==> src/assert_macros.svh <==
// ----------------------------------------------------------------------------
// assert_macros.svh
// Concurrent assertion helpers shared by the RTL.
// ----------------------------------------------------------------------------
`ifndef ASSERT_MACROS_SVH
`define ASSERT_MACROS_SVH

// Check a property on every rising edge, held off while reset is low.
`define ASSERT_CLK(lbl, clk, rst_n, prop, msg) \
    lbl: assert property (@(posedge clk) disable iff (!rst_n) prop) else $error(msg);

// Check a property on every rising edge, reset included.
`define ASSERT_ALWAYS(lbl, clk, prop, msg) \
    lbl: assert property (@(posedge clk) prop) else $error(msg);

`endif

==> src/wrpt_pkg.sv <==
// ----------------------------------------------------------------------------
// wrpt_pkg
// Field widths, codes and shared types of the weighted pick table.
// ----------------------------------------------------------------------------
`default_nettype none

package wrpt_pkg;

    localparam int WEIGHT_W = 8;
    localparam int DRAW_W   = 14;
    localparam int TOTAL_W  = 14;
    localparam int INDEX_W  = 6;
    localparam int STATUS_W = 2;

    localparam logic [TOTAL_W-1:0] TOTAL_MAX = 14'h3FFF;

    typedef logic [STATUS_W-1:0] t_status;

    localparam t_status ST_APPENDED = 2'd0;
    localparam t_status ST_FULL     = 2'd1;
    localparam t_status ST_PICKED   = 2'd2;
    localparam t_status ST_NOPICK   = 2'd3;

    localparam logic ACT_APPEND = 1'b0;
    localparam logic ACT_PICK   = 1'b1;

    // Register word index on the configuration port.
    localparam logic REG_REDUCE_MODE = 1'b0;

    typedef struct packed {
        logic               busy;
        logic [TOTAL_W-1:0] total;
    } t_seq_stat;

endpackage

`default_nettype wire

==> src/wrpt_in_if.sv <==
// ----------------------------------------------------------------------------
// wrpt_in_if
// Request channel: append a weight or pick an entry by draw.
// ----------------------------------------------------------------------------
`default_nettype none

interface wrpt_in_if;
    import wrpt_pkg::*;

    logic                valid;
    logic                ready;
    logic                action;
    logic [WEIGHT_W-1:0] weight;
    logic [DRAW_W-1:0]   draw;

    modport source (output valid, output action, output weight, output draw, input ready);
    modport sink   (input valid, input action, input weight, input draw, output ready);
endinterface

`default_nettype wire

==> src/wrpt_out_if.sv <==
// ----------------------------------------------------------------------------
// wrpt_out_if
// Result channel: status and entry index of each request.
// ----------------------------------------------------------------------------
`default_nettype none

interface wrpt_out_if;
    import wrpt_pkg::*;

    logic               valid;
    logic               ready;
    t_status            status;
    logic [INDEX_W-1:0] entry_index;

    modport source (output valid, output status, output entry_index, input ready);
    modport sink   (input valid, input status, input entry_index, output ready);
endinterface

`default_nettype wire

==> src/wrpt_ram.sv <==
// ----------------------------------------------------------------------------
// wrpt_ram
// Generic single-write, single-read RAM with registered read data.
// ----------------------------------------------------------------------------
`default_nettype none

module wrpt_ram #(
    parameter int WIDTH = 8,
    parameter int DEPTH = 64,
    parameter int AW    = (DEPTH > 1) ? $clog2(DEPTH) : 1
) (
    input  wire logic             i_clk,
    input  wire logic             i_wr_en,
    input  wire logic [AW-1:0]    i_wr_addr,
    input  wire logic [WIDTH-1:0] i_wr_data,
    input  wire logic [AW-1:0]    i_rd_addr,
    output logic      [WIDTH-1:0] o_rd_data
);

    logic [WIDTH-1:0] r_mem [DEPTH];
    logic [WIDTH-1:0] r_rd_data;

    always_ff @(posedge i_clk) begin
        if (i_wr_en) begin
            r_mem[i_wr_addr] <= i_wr_data;
        end
        r_rd_data <= r_mem[i_rd_addr];
    end

    assign o_rd_data = r_rd_data;

endmodule

`default_nettype wire

==> src/wrpt_seq.sv <==
// ----------------------------------------------------------------------------
// wrpt_seq
// Request sequencer: appends weights, walks the table one entry per cycle
// through a shared accumulate-and-compare unit, and registers the result.
// ----------------------------------------------------------------------------
`default_nettype none

module wrpt_seq #(
    parameter int MAX_ENTRIES = 64,
    parameter int IW          = (MAX_ENTRIES > 1) ? $clog2(MAX_ENTRIES) : 1
) (
    input  wire logic                         i_clk,
    input  wire logic                         i_rst_n,
    input  wire logic                         i_reduce_mode,
    wrpt_in_if.sink                           in_ch,
    wrpt_out_if.source                        out_ch,
    output logic                              o_wr_en,
    output logic [IW-1:0]                     o_wr_addr,
    output logic [wrpt_pkg::WEIGHT_W-1:0]     o_wr_data,
    output logic [IW-1:0]                     o_rd_addr,
    input  wire logic [wrpt_pkg::WEIGHT_W-1:0] i_rd_data,
    output wrpt_pkg::t_seq_stat               o_stat
);
    import wrpt_pkg::*;

    localparam int CW = $clog2(MAX_ENTRIES + 1);

    typedef enum logic {
        S_IDLE,
        S_WALK
    } t_state;

    t_state             r_state, n_state;
    logic [CW-1:0]      r_count, n_count;
    logic [TOTAL_W-1:0] r_total, n_total;
    logic [IW-1:0]      r_idx, n_idx;
    logic [TOTAL_W-1:0] r_sum, n_sum;
    logic [DRAW_W-1:0]  r_draw, n_draw;
    logic               r_out_valid, n_out_valid;
    t_status            r_status, n_status;
    logic [INDEX_W-1:0] r_index, n_index;

    logic               accept;
    logic               full;
    logic [TOTAL_W:0]   append_sum;
    logic [TOTAL_W:0]   walk_sum;
    logic               hit;
    logic               last;

    assign in_ch.ready = (r_state == S_IDLE) && (!r_out_valid || out_ch.ready);
    assign accept      = in_ch.valid && in_ch.ready;

    assign append_sum = {1'b0, r_total} + (TOTAL_W + 1)'(in_ch.weight);
    assign full       = (r_count >= CW'(MAX_ENTRIES)) ||
                        (append_sum > {1'b0, TOTAL_MAX});

    // Shared unit: running sum of the entry now on the read port.
    assign walk_sum = {1'b0, r_sum} + (TOTAL_W + 1)'(i_rd_data);
    assign hit      = walk_sum > (TOTAL_W + 1)'(r_draw);
    assign last     = (CW'(r_idx) + CW'(1)) >= r_count;

    // Entry 0 is read while idle so its weight is ready on the first walk cycle.
    assign o_rd_addr = (r_state == S_WALK) ? (r_idx + IW'(1)) : '0;

    always_comb begin
        n_state     = r_state;
        n_count     = r_count;
        n_total     = r_total;
        n_idx       = r_idx;
        n_sum       = r_sum;
        n_draw      = r_draw;
        n_out_valid = r_out_valid && !out_ch.ready;
        n_status    = r_status;
        n_index     = r_index;
        o_wr_en     = 1'b0;
        o_wr_addr   = r_count[IW-1:0];
        o_wr_data   = in_ch.weight;

        case (r_state)
            S_IDLE: begin
                if (accept) begin
                    if (in_ch.action == ACT_APPEND) begin
                        n_out_valid = 1'b1;
                        n_index     = '0;
                        if (full) begin
                            n_status = ST_FULL;
                        end else begin
                            o_wr_en  = 1'b1;
                            n_total  = append_sum[TOTAL_W-1:0];
                            n_count  = r_count + CW'(1);
                            n_status = ST_APPENDED;
                            n_index  = INDEX_W'(r_count[IW-1:0]);
                        end
                    end else if ((r_total == '0) || (in_ch.draw >= r_total)) begin
                        n_out_valid = 1'b1;
                        n_status    = ST_NOPICK;
                        n_index     = '0;
                    end else begin
                        n_state = S_WALK;
                        n_idx   = '0;
                        n_sum   = '0;
                        n_draw  = in_ch.draw;
                    end
                end
            end
            S_WALK: begin
                if (hit) begin
                    n_state     = S_IDLE;
                    n_out_valid = 1'b1;
                    n_status    = ST_PICKED;
                    n_index     = INDEX_W'(r_idx);
                    if (i_reduce_mode && (i_rd_data > WEIGHT_W'(1))) begin
                        o_wr_en   = 1'b1;
                        o_wr_addr = r_idx;
                        o_wr_data = i_rd_data - WEIGHT_W'(1);
                        n_total   = r_total - TOTAL_W'(1);
                    end
                end else if (last) begin
                    n_state     = S_IDLE;
                    n_out_valid = 1'b1;
                    n_status    = ST_NOPICK;
                    n_index     = '0;
                end else begin
                    n_idx = r_idx + IW'(1);
                    n_sum = walk_sum[TOTAL_W-1:0];
                end
            end
            default: begin
                n_state = S_IDLE;
            end
        endcase
    end

    always_ff @(posedge i_clk) begin
        if (!i_rst_n) begin
            r_state     <= S_IDLE;
            r_count     <= '0;
            r_total     <= '0;
            r_out_valid <= 1'b0;
        end else begin
            r_state     <= n_state;
            r_count     <= n_count;
            r_total     <= n_total;
            r_out_valid <= n_out_valid;
        end
        r_idx    <= n_idx;
        r_sum    <= n_sum;
        r_draw   <= n_draw;
        r_status <= n_status;
        r_index  <= n_index;
    end

    assign out_ch.valid       = r_out_valid;
    assign out_ch.status      = r_status;
    assign out_ch.entry_index = r_index;

    assign o_stat.busy  = (r_state == S_WALK);
    assign o_stat.total = r_total;

endmodule

`default_nettype wire

==> src/weighted_random_pick_table.sv <==
// ----------------------------------------------------------------------------
// weighted_random_pick_table
// Table of entry weights with append and roulette-wheel pick requests.
// ----------------------------------------------------------------------------
// Requests arrive on in_ch (action, weight, draw); one result per request
// leaves on out_ch (status, entry_index). Both are valid/ready channels.
// An append, a full table and a draw outside 0..total-1 give their result
// in the cycle after the request beat, and such requests can follow one per
// cycle while out_ch takes each result. A pick walks from entry 0 to the first
// entry whose running weight sum exceeds the draw. The walk reads one stored
// weight per cycle from the single read port of the weight RAM and adds it in
// the one accumulate-and-compare unit. in_ch is not ready during a walk. The
// result sits in an output register; a new request is taken while it waits
// only if out_ch takes the beat in the same cycle, so a stalled receiver
// holds off requests and no result is dropped. reduce_mode is written over the
// APB port at addresses 0..3 by the user only while idle, which the block
// does not enforce. Reset empties the table (count and total to zero) and
// clears reduce_mode; the weight RAM itself is not cleared, only entries
// below the count are read.
// ----------------------------------------------------------------------------
`default_nettype none

`include "assert_macros.svh"

module weighted_random_pick_table #(
    parameter int MAX_ENTRIES = 64
) (
    input  wire logic        i_clk,
    input  wire logic        i_rst_n,
    wrpt_in_if.sink          in_ch,
    wrpt_out_if.source       out_ch,
    input  wire logic        psel,
    input  wire logic        penable,
    input  wire logic        pwrite,
    input  wire logic [2:0]  paddr,
    input  wire logic [31:0] pwdata,
    output logic      [31:0] prdata,
    output logic             pready
);
    import wrpt_pkg::*;

    localparam int IW = (MAX_ENTRIES > 1) ? $clog2(MAX_ENTRIES) : 1;

    logic                r_reduce_mode;
    logic                reg_hit;
    logic                wr_en;
    logic [IW-1:0]       wr_addr;
    logic [WEIGHT_W-1:0] wr_data;
    logic [IW-1:0]       rd_addr;
    logic [WEIGHT_W-1:0] rd_data;
    t_seq_stat           stat;

    assign pready  = 1'b1;
    assign reg_hit = (paddr[2] == REG_REDUCE_MODE);
    assign prdata  = reg_hit ? {31'b0, r_reduce_mode} : 32'b0;

    always_ff @(posedge i_clk) begin
        if (!i_rst_n) begin
            r_reduce_mode <= 1'b0;
        end else if (psel && penable && pwrite && pready && reg_hit) begin
            r_reduce_mode <= pwdata[0];
        end
    end

    wrpt_seq #(
        .MAX_ENTRIES (MAX_ENTRIES),
        .IW          (IW)
    ) u_seq (
        .i_clk         (i_clk),
        .i_rst_n       (i_rst_n),
        .i_reduce_mode (r_reduce_mode),
        .in_ch         (in_ch),
        .out_ch        (out_ch),
        .o_wr_en       (wr_en),
        .o_wr_addr     (wr_addr),
        .o_wr_data     (wr_data),
        .o_rd_addr     (rd_addr),
        .i_rd_data     (rd_data),
        .o_stat        (stat)
    );

    wrpt_ram #(
        .WIDTH (WEIGHT_W),
        .DEPTH (MAX_ENTRIES),
        .AW    (IW)
    ) u_weights (
        .i_clk     (i_clk),
        .i_wr_en   (wr_en),
        .i_wr_addr (wr_addr),
        .i_wr_data (wr_data),
        .i_rd_addr (rd_addr),
        .o_rd_data (rd_data)
    );

    // A stalled result blocks new requests.
    `ASSERT_CLK(a_stall_blocks_req, i_clk, i_rst_n,
        (out_ch.valid && !out_ch.ready) |-> !in_ch.ready,
        "request taken while result stalled")

    // No request is taken during a walk.
    `ASSERT_CLK(a_walk_not_ready, i_clk, i_rst_n,
        stat.busy |-> !in_ch.ready,
        "request taken during table walk")

    // A draw at or above the total answers with no pick on the next cycle.
    `ASSERT_CLK(a_draw_range, i_clk, i_rst_n,
        (in_ch.valid && in_ch.ready && (in_ch.action == ACT_PICK) &&
         (in_ch.draw >= stat.total)) |=> (out_ch.valid && (out_ch.status == ST_NOPICK)),
        "out-of-range draw not rejected")

endmodule

`default_nettype wire
==> src/flat_wrapper.sv <==
// flat-port wrapper written by rule: the top's interface ports become plain ports
module weighted_random_pick_table_flat import wrpt_pkg::*;
#(
    parameter int MAX_ENTRIES = 64
)
  (i_clk, i_rst_n, psel, penable, pwrite, paddr, pwdata, prdata, pready, in_ch_valid, in_ch_action, in_ch_weight, in_ch_draw, in_ch_ready, out_ch_valid, out_ch_status, out_ch_entry_index, out_ch_ready);
  wrpt_in_if in_ch_i ();
  wrpt_out_if out_ch_i ();
  input  wire logic i_clk;
  input  wire logic i_rst_n;
  input  wire logic psel;
  input  wire logic penable;
  input  wire logic pwrite;
  input  wire logic [2:0] paddr;
  input  wire logic [31:0] pwdata;
  output logic      [31:0] prdata;
  output logic pready;
  input wire logic [$bits(in_ch_i.valid)-1:0] in_ch_valid;
  input wire logic [$bits(in_ch_i.action)-1:0] in_ch_action;
  input wire logic [$bits(in_ch_i.weight)-1:0] in_ch_weight;
  input wire logic [$bits(in_ch_i.draw)-1:0] in_ch_draw;
  output wire logic [$bits(in_ch_i.ready)-1:0] in_ch_ready;
  output wire logic [$bits(out_ch_i.valid)-1:0] out_ch_valid;
  output wire logic [$bits(out_ch_i.status)-1:0] out_ch_status;
  output wire logic [$bits(out_ch_i.entry_index)-1:0] out_ch_entry_index;
  input wire logic [$bits(out_ch_i.ready)-1:0] out_ch_ready;
  assign in_ch_i.valid = in_ch_valid;
  assign in_ch_i.action = in_ch_action;
  assign in_ch_i.weight = in_ch_weight;
  assign in_ch_i.draw = in_ch_draw;
  assign in_ch_ready = in_ch_i.ready;
  assign out_ch_valid = out_ch_i.valid;
  assign out_ch_status = out_ch_i.status;
  assign out_ch_entry_index = out_ch_i.entry_index;
  assign out_ch_i.ready = out_ch_ready;
  weighted_random_pick_table #(.MAX_ENTRIES(MAX_ENTRIES)) u_core (.i_clk(i_clk), .i_rst_n(i_rst_n), .in_ch(in_ch_i), .out_ch(out_ch_i), .psel(psel), .penable(penable), .pwrite(pwrite), .paddr(paddr), .pwdata(pwdata), .prdata(prdata), .pready(pready));
endmodule
==> config.mk <==
export PLATFORM = sky130hd
export DESIGN_NAME = weighted_random_pick_table_flat
export DESIGN_NICKNAME = d
export VERILOG_FILES = /design/src/wrpt_pkg.sv /design/src/wrpt_in_if.sv /design/src/wrpt_out_if.sv /design/src/wrpt_ram.sv /design/src/wrpt_seq.sv /design/src/weighted_random_pick_table.sv /design/src/flat_wrapper.sv
export VERILOG_INCLUDE_DIRS = /design/src /design/src/src
export SDC_FILE = /design/constraint.sdc
export NUM_CORES = 1
export LEC_CHECK = 0
export BUFFER_PORTS_ARGS = -buffer_cell sky130_fd_sc_hd__buf_2
export CORE_ASPECT_RATIO = 0.5
export CORE_UTILIZATION = 30
export CTS_BUF_LIST = sky130_fd_sc_hd__clkbuf_16
export DETAILED_ROUTE_END_ITERATION = 12
export HOLD_SLACK_MARGIN = 0.12
export PLACE_DENSITY = 0.45
export REMOVE_ABC_BUFFERS = 1
export SLEW_MARGIN = 5
export SYNTH_ARGS = -nofsm -noshare
export SYNTH_HDL_FRONTEND = slang
export SYNTH_HIERARCHICAL = 1
export SYNTH_SLANG_ARGS = --single-unit
==> constraint.sdc <==
create_clock -name i_clk -period 16.7 [get_ports i_clk]
set_clock_uncertainty 0.05 [all_clocks]
set_input_delay 1.67 -clock i_clk [delete_from_list [all_inputs] [get_ports i_clk]]
set_output_delay 1.67 -clock i_clk [all_outputs]
set_load 0.05 [all_outputs]
==> results of run 1 <==
==> cells in the final DEF, fill, tap and decap left out, drive strengths merged, types with 30 or more instances in the layout <==
cell type    n
inv         61
nand2       55
a21oi       37
clkbuf      58
buf         63
nor2       122
edfxtp     554
clkinv      30
dfxtp       32
nand3       30
mux4       126
o21ai       45
conb        32
ha          57
==> registers in the layout, summed over array words and instances, names as in the netlist <==
signal / flops
u_core/r_reduce_mode: 1
u_core/u_seq/out_ch.entry_index: 6
u_core/u_seq/out_ch.status: 2
u_core/u_seq/out_ch.valid: 1
u_core/u_seq/r_count: 7
u_core/u_seq/r_draw: 14
u_core/u_seq/r_idx: 6
u_core/u_seq/r_state: 1
u_core/u_seq/r_sum: 14
u_core/u_seq/r_total: 14
u_core/u_weights/o_rd_data: 8
u_core/u_weights/r_mem: 512
==> worst register-to-register path: stages (launching register included) <==
cell and delay, ns:
dfxtp_1 0.49, ha_1 0.23, inv_1 0.06, fa_1 0.42, nor2b_1 0.16, o31a_1 0.19, o21a_1 0.15, o21a_1 0.19
o21a_1 0.24, o211ai_1 0.13, xnor2_1 0.18, ha_1 0.30, o21ai_0 0.08, nor2_1 0.22, o2111ai_1 0.20, o32ai_2 0.63
nand2_4 0.54, mux2_2 0.55, nor2b_1 0.26, nand2_1 0.48, nor2_1 1.05
==> power by group through the flow <==
stage,clock (mW),sequential (mW),combinational [mW]
floorplan,0,1.67,0.126
global placement,0,1.66,0.194
detailed placement,0,1.66,0.195
CTS,1.43,1.63,0.196
global route,1.48,1.63,0.212
finish,1.38,1.63,0.194
==> per-layer routing <==
layer  wire (µm)  share of wire (%)  vias to the layer above  track usage, %
met5           0                  0                        -               0
met4        1300                2.1                        0            3.85
met3        2670                4.3                       82            2.07
met2       28800                 46                      279            22.7
met1       30100                 48                     6986            21.3
li1            -                  -                     6120               -
==> cell type report <==
type | instances | area share (%)
inverters | 55 | 0.716
well taps | 1116 | 4.84
repair buffers | 63 | 1.32
diodes | 1 | 0.00868
multi-input cells | 818 | 26.3
clock buffers | 58 | 5.03
flip-flops and latches | 586 | 59.9
clock inverters | 49 | 1.88
==> metrics by stage <==
stage	setup WS, ns	hold slack [ns]	area (µm²)	instances	utilization (%)
final	9.49	0.467	28800	2746	34.3
after global routing	8.95	0.496	28800	2745	34.3
after CTS	9.45	0.472	28800	2745	34.3
after detailed placement	9.51	0.462	26800	2638	31.9
after global placement	9.55	0.443	26800	2638	31.9
after floorplan	4.20	0.397	24900	1459	-
==> worst max-delay path by stage <==
| stage | slack [ns] | start | to |
|---|---|---|---|
| after floorplan | 4.20 | u_core/u_seq/r_state | u_core/u_weights/o_rd_data[4] |
| after global placement | 9.55 | u_core/u_weights/o_rd_data[0] | u_core/u_weights/r_mem[33][7] |
| after detailed placement | 9.51 | u_core/u_weights/o_rd_data[0] | u_core/u_weights/r_mem[35][4] |
| after CTS | 9.45 | u_core/u_weights/o_rd_data[0] | u_core/u_weights/r_mem[35][5] |
| after global routing | 8.95 | u_core/u_weights/o_rd_data[0] | u_core/u_weights/r_mem[35][5] |
| final | 9.49 | u_core/u_weights/o_rd_data[0] | u_core/u_weights/r_mem[34][4] |
==> metrics.txt, run 1 <==
Via density about 4.9; worst hold path class reg -> reg; Synth Cell Area between 20000 and 30000 µm²; Hold Path End u_core/u_seq/r_total[13]; Starting Density 30.3%; grt total ovfl 0; area of the core ~84000 µm²; crit path DAT about 7.4 ns; worst-margin pin slew 1.16 ns; fmax 139 MHz; Syn Area/Cell around 17 µm²; Gate power share 6.0%; Final ANT Viol Nets 0; Layout area overhead 13.2%; Critical Path Start Type flip-flop; row count 75; CP max stage delay about 1.1 ns; vias in the first global route approximately 14000; VDD IR max 76.0 µV; reg2reg end u_core/u_weights/r_mem[34][4]; Seq pwr share about half; relative slew slack 22.5%; max-slew violation count 0; Total Wirelength roughly 63 mm; Chip Width a little over 400 µm; total power 3.20 mW; TritonCTS Buffers slightly below 60; Max Cap Violations 0; 1st-iter DRT viols a little under 1000; Final Hold Violating Endpoints 0; Chip Height about 210 µm; clk buf depth 3; post-CTS resize count 0; crit-path max FO 25; wire per inst between 20 and 25 µm; Worst path depth 20; flop2flop setup slack ~9.5 ns; first-pass GRT wire length 93.2 mm; setup TNS 0 ns; post-CTS setup buffers 0; Top delay family on crit path simple AND/OR/NAND/NOR gates; DRT Pass-1 Iters 5; initial antenna violation count 2; placer congestion estimate ~0.77; static leakage 9.06 nW; DR DRC count 0; worst-case reg-to-reg path depth 20; number of H-tree levels 2; CP Data Required Time 16.88 ns; Syn Inst Count approximately 1500; R2R Path Start u_core/u_weights/o_rd_data[0]; die area about 86000 µm²; # port buffers 42; status finished clean; worst-skew pair later-pin latency about 0.65 ns; minimum clock period after layout about 7 ns; CP endpoint kind flip-flop; RSZ-0062 raised after global routing false; Fill cells ~8000; Final Cycle Share between 40% and 50%; num ports approximately 110; min-delay src u_core/u_seq/r_total[13]; Sw Ratio roughly 23%; Final setup viols 0; worst hold path depth 2; largest net degree at the start of global routing around 100; crit path buf inv count 1; Hold-fix buffers, CTS 0; CP most frequent cell o21a_1; Clk network pwr share 43.1%; CP cell instances ha_1 -> inv_1 -> fa_1 -> nor2b_1 -> o31a_1 -> o21a_1 -> o21a_1 -> o21a_1 -> o211ai_1 -> xnor2_1 -> ha_1 -> o21ai_0 -> nor2_1 -> o2111ai_1 -> o32ai_2 -> nand2_4 -> mux2_2 -> nor2b_1 -> nand2_1 -> nor2_1; DP HPWL about 40 mm; synth warn 6; area of the multi-input gates roughly 7600 µm²; Sequential cell area 17300 µm²; GRT Util Overall 14.6%; Reg clk slew, reported paths 0.07 ns; Internal Power roughly 2.5 mW; vias 13500; Critical-path top delay cell nor2_1; clock sink total 586; pwr/cell area roughly 110 nW/µm²; P_sw 0.724 mW; CTS tree built; Net count, final roughly 1700; CP Class reg -> reg; clk root buf clkbuf_16; layout cells sized above 1 19.8%
Note: power is estimated with default switching activity, not from simulation.
==> run 2: changes to the inputs <==
Clock period 16.7 ns to 7 ns, I/O delays scaled along.
==> metrics.txt, run 2 (synthesized netlist as in run 1, its figures left out) <==
Total Wirelength 64.0 mm (was 62.8 mm); setup ws final 1.11 ns (was 9.49 ns); flop2flop setup slack 1.11 ns (was 9.49 ns); CP most frequent cell o21a_1 (unchanged); fin util 35.0% (was 34.3%); # port buffers 42 (unchanged); post-route insts no fill 2818 (was 2746); area of the core 84000 µm² (unchanged); layout cells sized above 1 23.5% (was 19.8%); Final Hold Violating Endpoints 0 (unchanged); Hold Path End u_core/u_seq/r_draw[4] (was u_core/u_seq/r_total[13]); vias in the first global route 14100 (was 13700); RSZ-0062 raised after global routing false (unchanged); Placed Area 27400 µm² (was 26800 µm²); row count 75 (unchanged); min-delay src in_ch_draw[4] (was u_core/u_seq/r_total[13]); GRT Util Overall 14.9% (was 14.6%); 1st-iter DRT viols 1188 (was 972); grt total ovfl 0 (unchanged); Top reg by flops u_core/u_weights/r_mem (unchanged); area of the multi-input gates 7570 µm² (unchanged); Hold-fix buffers, CTS 0 (unchanged); DP HPWL 41.3 mm (was 39.6 mm); minimum clock period after layout 5.89 ns (was 7.21 ns); num ports 108 (unchanged); Max Cap Violations 0 (unchanged); VDD IR max 169 µV (was 76.0 µV); CP endpoint kind flip-flop (unchanged); wire per inst 22.7 µm (was 22.9 µm); CTS tree built (unchanged); dpl ws 1.15 ns (was 9.51 ns); fmax 170 MHz (was 139 MHz); worst-skew pair later-pin latency 0.64 ns (was 0.65 ns); Final setup viols 0 (unchanged); placer congestion estimate 0.789 (was 0.775); Reg clk slew, reported paths 0.07 ns (about the same); Critical Path Start Type flip-flop (unchanged); post-CTS setup buffers 0 (unchanged); commonest non-fill, non-tap cells in the layout edfxtp_1, mux4_2, nor2_1, buf_4, inv_1 (was edfxtp_1, mux4_2, nor2_1, inv_1, clkbuf_16); Chip Width 414 µm (unchanged); max-slew violation count 0 (unchanged); commonest non-fill, non-tap cell in the layout edfxtp_1 (unchanged); CP Class reg -> reg (unchanged); relative slew slack 31.0% (was 22.5%); static leakage 9.46 nW (was 9.06 nW); largest net degree at the start of global routing 75 (was 101); Starting Density 30.3% (unchanged); number of H-tree levels 2 (unchanged); reg2reg end u_core/u_weights/r_mem[35][6] (was u_core/u_weights/r_mem[34][4]); clock sink total 586 (unchanged); worst-margin pin slew 1.04 ns (was 1.16 ns); worst hold path class in -> reg (was reg -> reg); Net count, final 1778 (was 1706); Hold WS 0.230 ns (was 0.467 ns); placed cell count 2711 (was 2638); crit-path max FO 10 (was 25); Final ANT Viol Nets 0 (unchanged); DRT Pass-1 Iters 5 (unchanged); vias 13700 (was 13500); CP max stage delay 0.56 ns (was 1.05 ns); DR DRC count 0 (unchanged); worst-case reg-to-reg path depth 21 (was 20); first-pass GRT wire length 95.6 mm (was 93.2 mm); worst hold path depth 1 (was 2); Via density 4.85 (was 4.90); status finished clean (unchanged); Largest register FFs 512 (unchanged); pwr/cell area 259 nW/µm² (was 111 nW/µm²); CP Data Required Time 7.28 ns (was 16.88 ns); clk buf depth 3 (unchanged); initial antenna violation count 2 (unchanged); crit path DAT 6.17 ns (was 7.39 ns); R2R Path Start u_core/u_weights/o_rd_data[0] (unchanged); Layout area overhead 15.4% (was 13.2%); Critical-path top delay cell nand3_1 (was nor2_1); post-CTS resize count 0 (unchanged); clk root buf clkbuf_16 (unchanged); Chip Height 208 µm (unchanged); CP cell instances ha_1 -> inv_1 -> fa_1 -> nor2b_1 -> o31a_1 -> o21a_1 -> o21a_1 -> o21a_1 -> o211ai_1 -> xnor2_1 -> ha_1 -> nand4_1 -> or4_1 -> o2111ai_1 -> o32ai_2 -> nand2_4 -> mux2_2 -> nor2b_1 -> nand3_1 -> nor2_1 -> buf_4 (was ha_1 -> inv_1 -> fa_1 -> nor2b_1 -> o31a_1 -> o21a_1 -> o21a_1 -> o21a_1 -> o211ai_1 -> xnor2_1 -> ha_1 -> o21ai_0 -> nor2_1 -> o2111ai_1 -> o32ai_2 -> nand2_4 -> mux2_2 -> nor2b_1 -> nand2_1 -> nor2_1); Finished Cell Area 29400 µm² (was 28800 µm²); Sequential cell area 17300 µm² (unchanged); die area 86200 µm² (unchanged); Final Cycle Share 84.2% (was 43.2%); Fill cells 7974 (was 7962); TritonCTS Buffers 57 (was 58)
==> run 2: cell type report <==
cell class / instances / share of cell area (%)
clock inverters: 48 / 1.88
flip-flops and latches: 586 / 58.8
well taps: 1116 / 4.75
multi-input cells: 818 / 25.8
diodes: 2 / 0.0170
inverters: 55 / 0.702
repair buffers: 136 / 3.29
clock buffers: 57 / 4.85
==> run 2: metal layers <==
metal	track usage [%]	share of wire (%)	vias up
met3	2.90	5.0	79
met1	21.5	48	7042
met4	3.83	1.8	0
met5	0	0	-
met2	23.0	45	287
li1	-	-	6246
==> run 2: metrics by stage <==
stage                     total power, mW  setup TNS [ns]
after global routing                 7.88               0
after detailed placement             4.44               0
final                                7.62               0
after global placement               4.43               0
after CTS                            7.72               0
after floorplan                      4.28          -48.75
==> run 2: how the worst max path moves through the flow <==
| stage | slack [ns] | depth (start not counted) | to | start |
|---|---|---|---|---|
| detailed placement | 1.15 | 21 | u_core/u_weights/r_mem[33][3] | u_core/u_weights/o_rd_data[0] |
| CTS | 1.09 | 21 | u_core/u_weights/r_mem[9][1] | u_core/u_weights/o_rd_data[0] |
| global placement | 1.14 | 21 | u_core/u_weights/r_mem[9][1] | u_core/u_weights/o_rd_data[0] |
| global route | 0.66 | 21 | u_core/u_weights/r_mem[19][2] | u_core/u_weights/o_rd_data[0] |
| floorplan | -5.50 | 7 | u_core/u_weights/o_rd_data[4] | u_core/u_seq/r_state |
| finish | 1.11 | 21 | u_core/u_weights/r_mem[35][6] | u_core/u_weights/o_rd_data[0] |
==> run 2: critical path, delay by kind of cell (launching register included) <==
kind | cells | cell delay [ns]
AOI/OAI and AO/OA | 7 | 1.22
DFF | 1 | 0.47
xor gates and xnor gates | 1 | 0.16
muxes | 1 | 0.46
adders and majority gates | 3 | 0.94
buffers and inverters | 2 | 0.31
and+or+nand+nor | 7 | 1.97
==> run 2: power by group <==
part,total [mW],internal [mW],switching [mW]
combinational,0.471,0.145,0.326
clock,3.26,1.89,1.36
sequential,3.89,3.86,0.0275
==> run 3: changes to the inputs <==
Settings changed: PLACE_DENSITY 0.45 to 0.46.
Clock period 7 ns to 5.3 ns, I/O delays scaled along.
==> metrics.txt, run 3 (synthesized netlist as in run 1, its figures left out) <==
first-pass GRT wire length 94.4 mm (was 95.6 mm); # port buffers 42 (unchanged); Final Cycle Share 96.9% (was 84.2%); CP Data Required Time 5.58 ns (was 7.28 ns); Hold Path End u_core/u_seq/out_ch.valid (was u_core/u_seq/r_draw[4]); Largest register FFs 512 (unchanged); status finished clean (unchanged); GRT Util Overall 14.7% (was 14.9%); layout cells sized above 1 26.4% (was 23.5%); setup ws final 0.164 ns (was 1.11 ns); Reg clk slew, reported paths 0.06 ns (was 0.07 ns); Final ANT Viol Nets 0 (unchanged); CP endpoint kind flip-flop (unchanged); CP cell instances ha_1 -> inv_1 -> fa_2 -> nor2b_2 -> o31a_1 -> o21a_1 -> o21a_1 -> o21a_1 -> nor2_2 -> o21ai_0 -> ha_1 -> nand2_1 -> or4_4 -> o2111ai_4 -> o32ai_4 -> nand2_4 -> buf_4 -> mux2_4 -> nor2b_4 -> nand3_1 -> buf_4 -> nor2_1 -> buf_4 (was ha_1 -> inv_1 -> fa_1 -> nor2b_1 -> o31a_1 -> o21a_1 -> o21a_1 -> o21a_1 -> o211ai_1 -> xnor2_1 -> ha_1 -> nand4_1 -> or4_1 -> o2111ai_1 -> o32ai_2 -> nand2_4 -> mux2_2 -> nor2b_1 -> nand3_1 -> nor2_1 -> buf_4); placer congestion estimate 0.810 (was 0.789); Critical-path top delay cell or4_4 (was nand3_1); worst-case reg-to-reg path depth 23 (was 21); Starting Density 30.3% (unchanged); Chip Height 208 µm (unchanged); R2R Path Start u_core/u_seq/r_sum[0] (was u_core/u_weights/o_rd_data[0]); Via density 4.86 (was 4.85); wire per inst 22.2 µm (was 22.7 µm); crit-path max FO 7 (was 10); pwr/cell area 329 nW/µm² (was 259 nW/µm²); Max Cap Violations 0 (unchanged); flop2flop setup slack 0.16 ns (was 1.11 ns); area of the core 84000 µm² (unchanged); Chip Width 414 µm (unchanged); total power 9.93 mW (was 7.62 mW); TritonCTS Buffers 56 (was 57); Final Hold Violating Endpoints 0 (unchanged); Hold WS 0.164 ns (was 0.230 ns); Placed Area 27900 µm² (was 27400 µm²); VDD IR max 254 µV (was 169 µV); fmax 195 MHz (was 170 MHz); Layout area overhead 18.4% (was 15.4%); dpl ws 0.0353 ns (was 1.15 ns); worst-skew pair later-pin latency 0.63 ns (was 0.64 ns); # diodes 0 (was 2); min-delay src out_ch_ready (was in_ch_draw[4]); clock sink total 586 (unchanged); Top reg by flops u_core/u_weights/r_mem (unchanged); minimum clock period after layout 5.14 ns (was 5.89 ns); number of H-tree levels 2 (unchanged); 1st-iter DRT viols 1093 (was 1188); reg2reg end u_core/u_weights/r_mem[22][5] (was u_core/u_weights/r_mem[35][6]); static leakage 9.81 nW (was 9.46 nW); Top delay family on crit path simple AND/OR/NAND/NOR gates (unchanged); die area 86200 µm² (unchanged); DR DRC count 0 (unchanged); fin util 35.9% (was 35.0%); worst hold path depth 3 (was 1); clk buf depth 3 (unchanged); CP max stage delay 0.54 ns (was 0.56 ns); CP Class reg -> reg (unchanged); vias in the first global route 14000 (was 14100); initial antenna violation count 1 (was 2); DRT Pass-1 Iters 7 (was 5); grt total ovfl 0 (unchanged); clk root buf clkbuf_16 (unchanged); largest net degree at the start of global routing 65 (was 75); Total Wirelength 64.0 mm (about the same); Critical Path Start Type flip-flop (unchanged); Finished Cell Area 30200 µm² (was 29400 µm²); max-slew violation count 0 (unchanged); Net count, final 1848 (was 1778); crit path DAT 5.42 ns (was 6.17 ns); DP HPWL 43.0 mm (was 41.3 mm); num ports 108 (unchanged); CTS tree built (unchanged); relative slew slack 39.0% (was 31.0%); commonest non-fill, non-tap cell in the layout edfxtp_1 (unchanged); vias 14000 (was 13700); Final setup viols 0 (unchanged); crit path buf inv count 4 (was 2); worst hold path class in -> reg (unchanged); worst-margin pin slew 0.908 ns (was 1.04 ns); commonest non-fill, non-tap cells in the layout edfxtp_1, mux4_2, buf_4, nor2_1, inv_1 (was edfxtp_1, mux4_2, nor2_1, buf_4, inv_1); row count 75 (unchanged)
## run 3: worst max-delay path by stage
stage	end	startpoint	slack, ns	cells past startpoint
floorplan	u_core/u_weights/o_rd_data[4]	u_core/u_seq/r_state	-7.20	7
global placement	u_core/u_weights/r_mem[10][2]	u_core/u_seq/r_sum[0]	0.04	22
detailed placement	u_core/u_weights/r_mem[10][2]	u_core/u_seq/r_sum[1]	0.04	19
CTS	u_core/u_weights/r_mem[10][3]	u_core/u_seq/r_sum[0]	0.03	22
global route	u_core/u_weights/r_mem[15][3]	u_core/u_seq/r_sum[0]	-0.03	24
finish	u_core/u_weights/r_mem[22][5]	u_core/u_seq/r_sum[0]	0.16	23
## run 3: timing repair
action / in CTS / in global routing
setup endpoints to repair: 0 / 512
setup buffers: 0 / 8
gates resized for setup: 0 / 48
hold endpoints to repair: 15 / 0
hold buffers: 15 / 0
## run 3: cell type report
cell class / count / area [µm²]
clock buffer: 56 / 1400
clock inverter: 44 / 465
fill: 7930 / 53800
inverter: 55 / 206
multi-input combinational: 818 / 7700
sequential: 586 / 17300
tap: 1116 / 1400
timing repair buffer: 207 / 1710
## run 3: worst min-delay path: stages
cell and delay (ns):
buf_2 0.07, nand2b_1 0.10, a221oi_1 0.07
## run 3: per-stage QoR
stage	instances	setup TNS (ns)
floorplan	1459	-771.16
global placement	2759	0
detailed placement	2759	0
CTS	2874	0
global route	2882	-0.237
finish	2882	0
## run 3: layer usage
metal | up-vias | share of wire, % | global-route usage [%]
li1 | 6390 | - | -
met1 | 7228 | 49 | 21.8
met2 | 327 | 45 | 22.9
met3 | 73 | 4.6 | 2.09
met4 | 0 | 1.6 | 3.19
met5 | - | 0 | 0
## run 3: power by group
part | internal, mW | total, mW | switching (mW) | leakage, nW
Sequential | 5.10 | 5.13 | 0.0349 | 5.26
Clock | 2.36 | 4.13 | 1.77 | 0.940
Combinational | 0.230 | 0.677 | 0.447 | 3.62
Total | 7.69 | 9.93 | 2.25 | 9.81
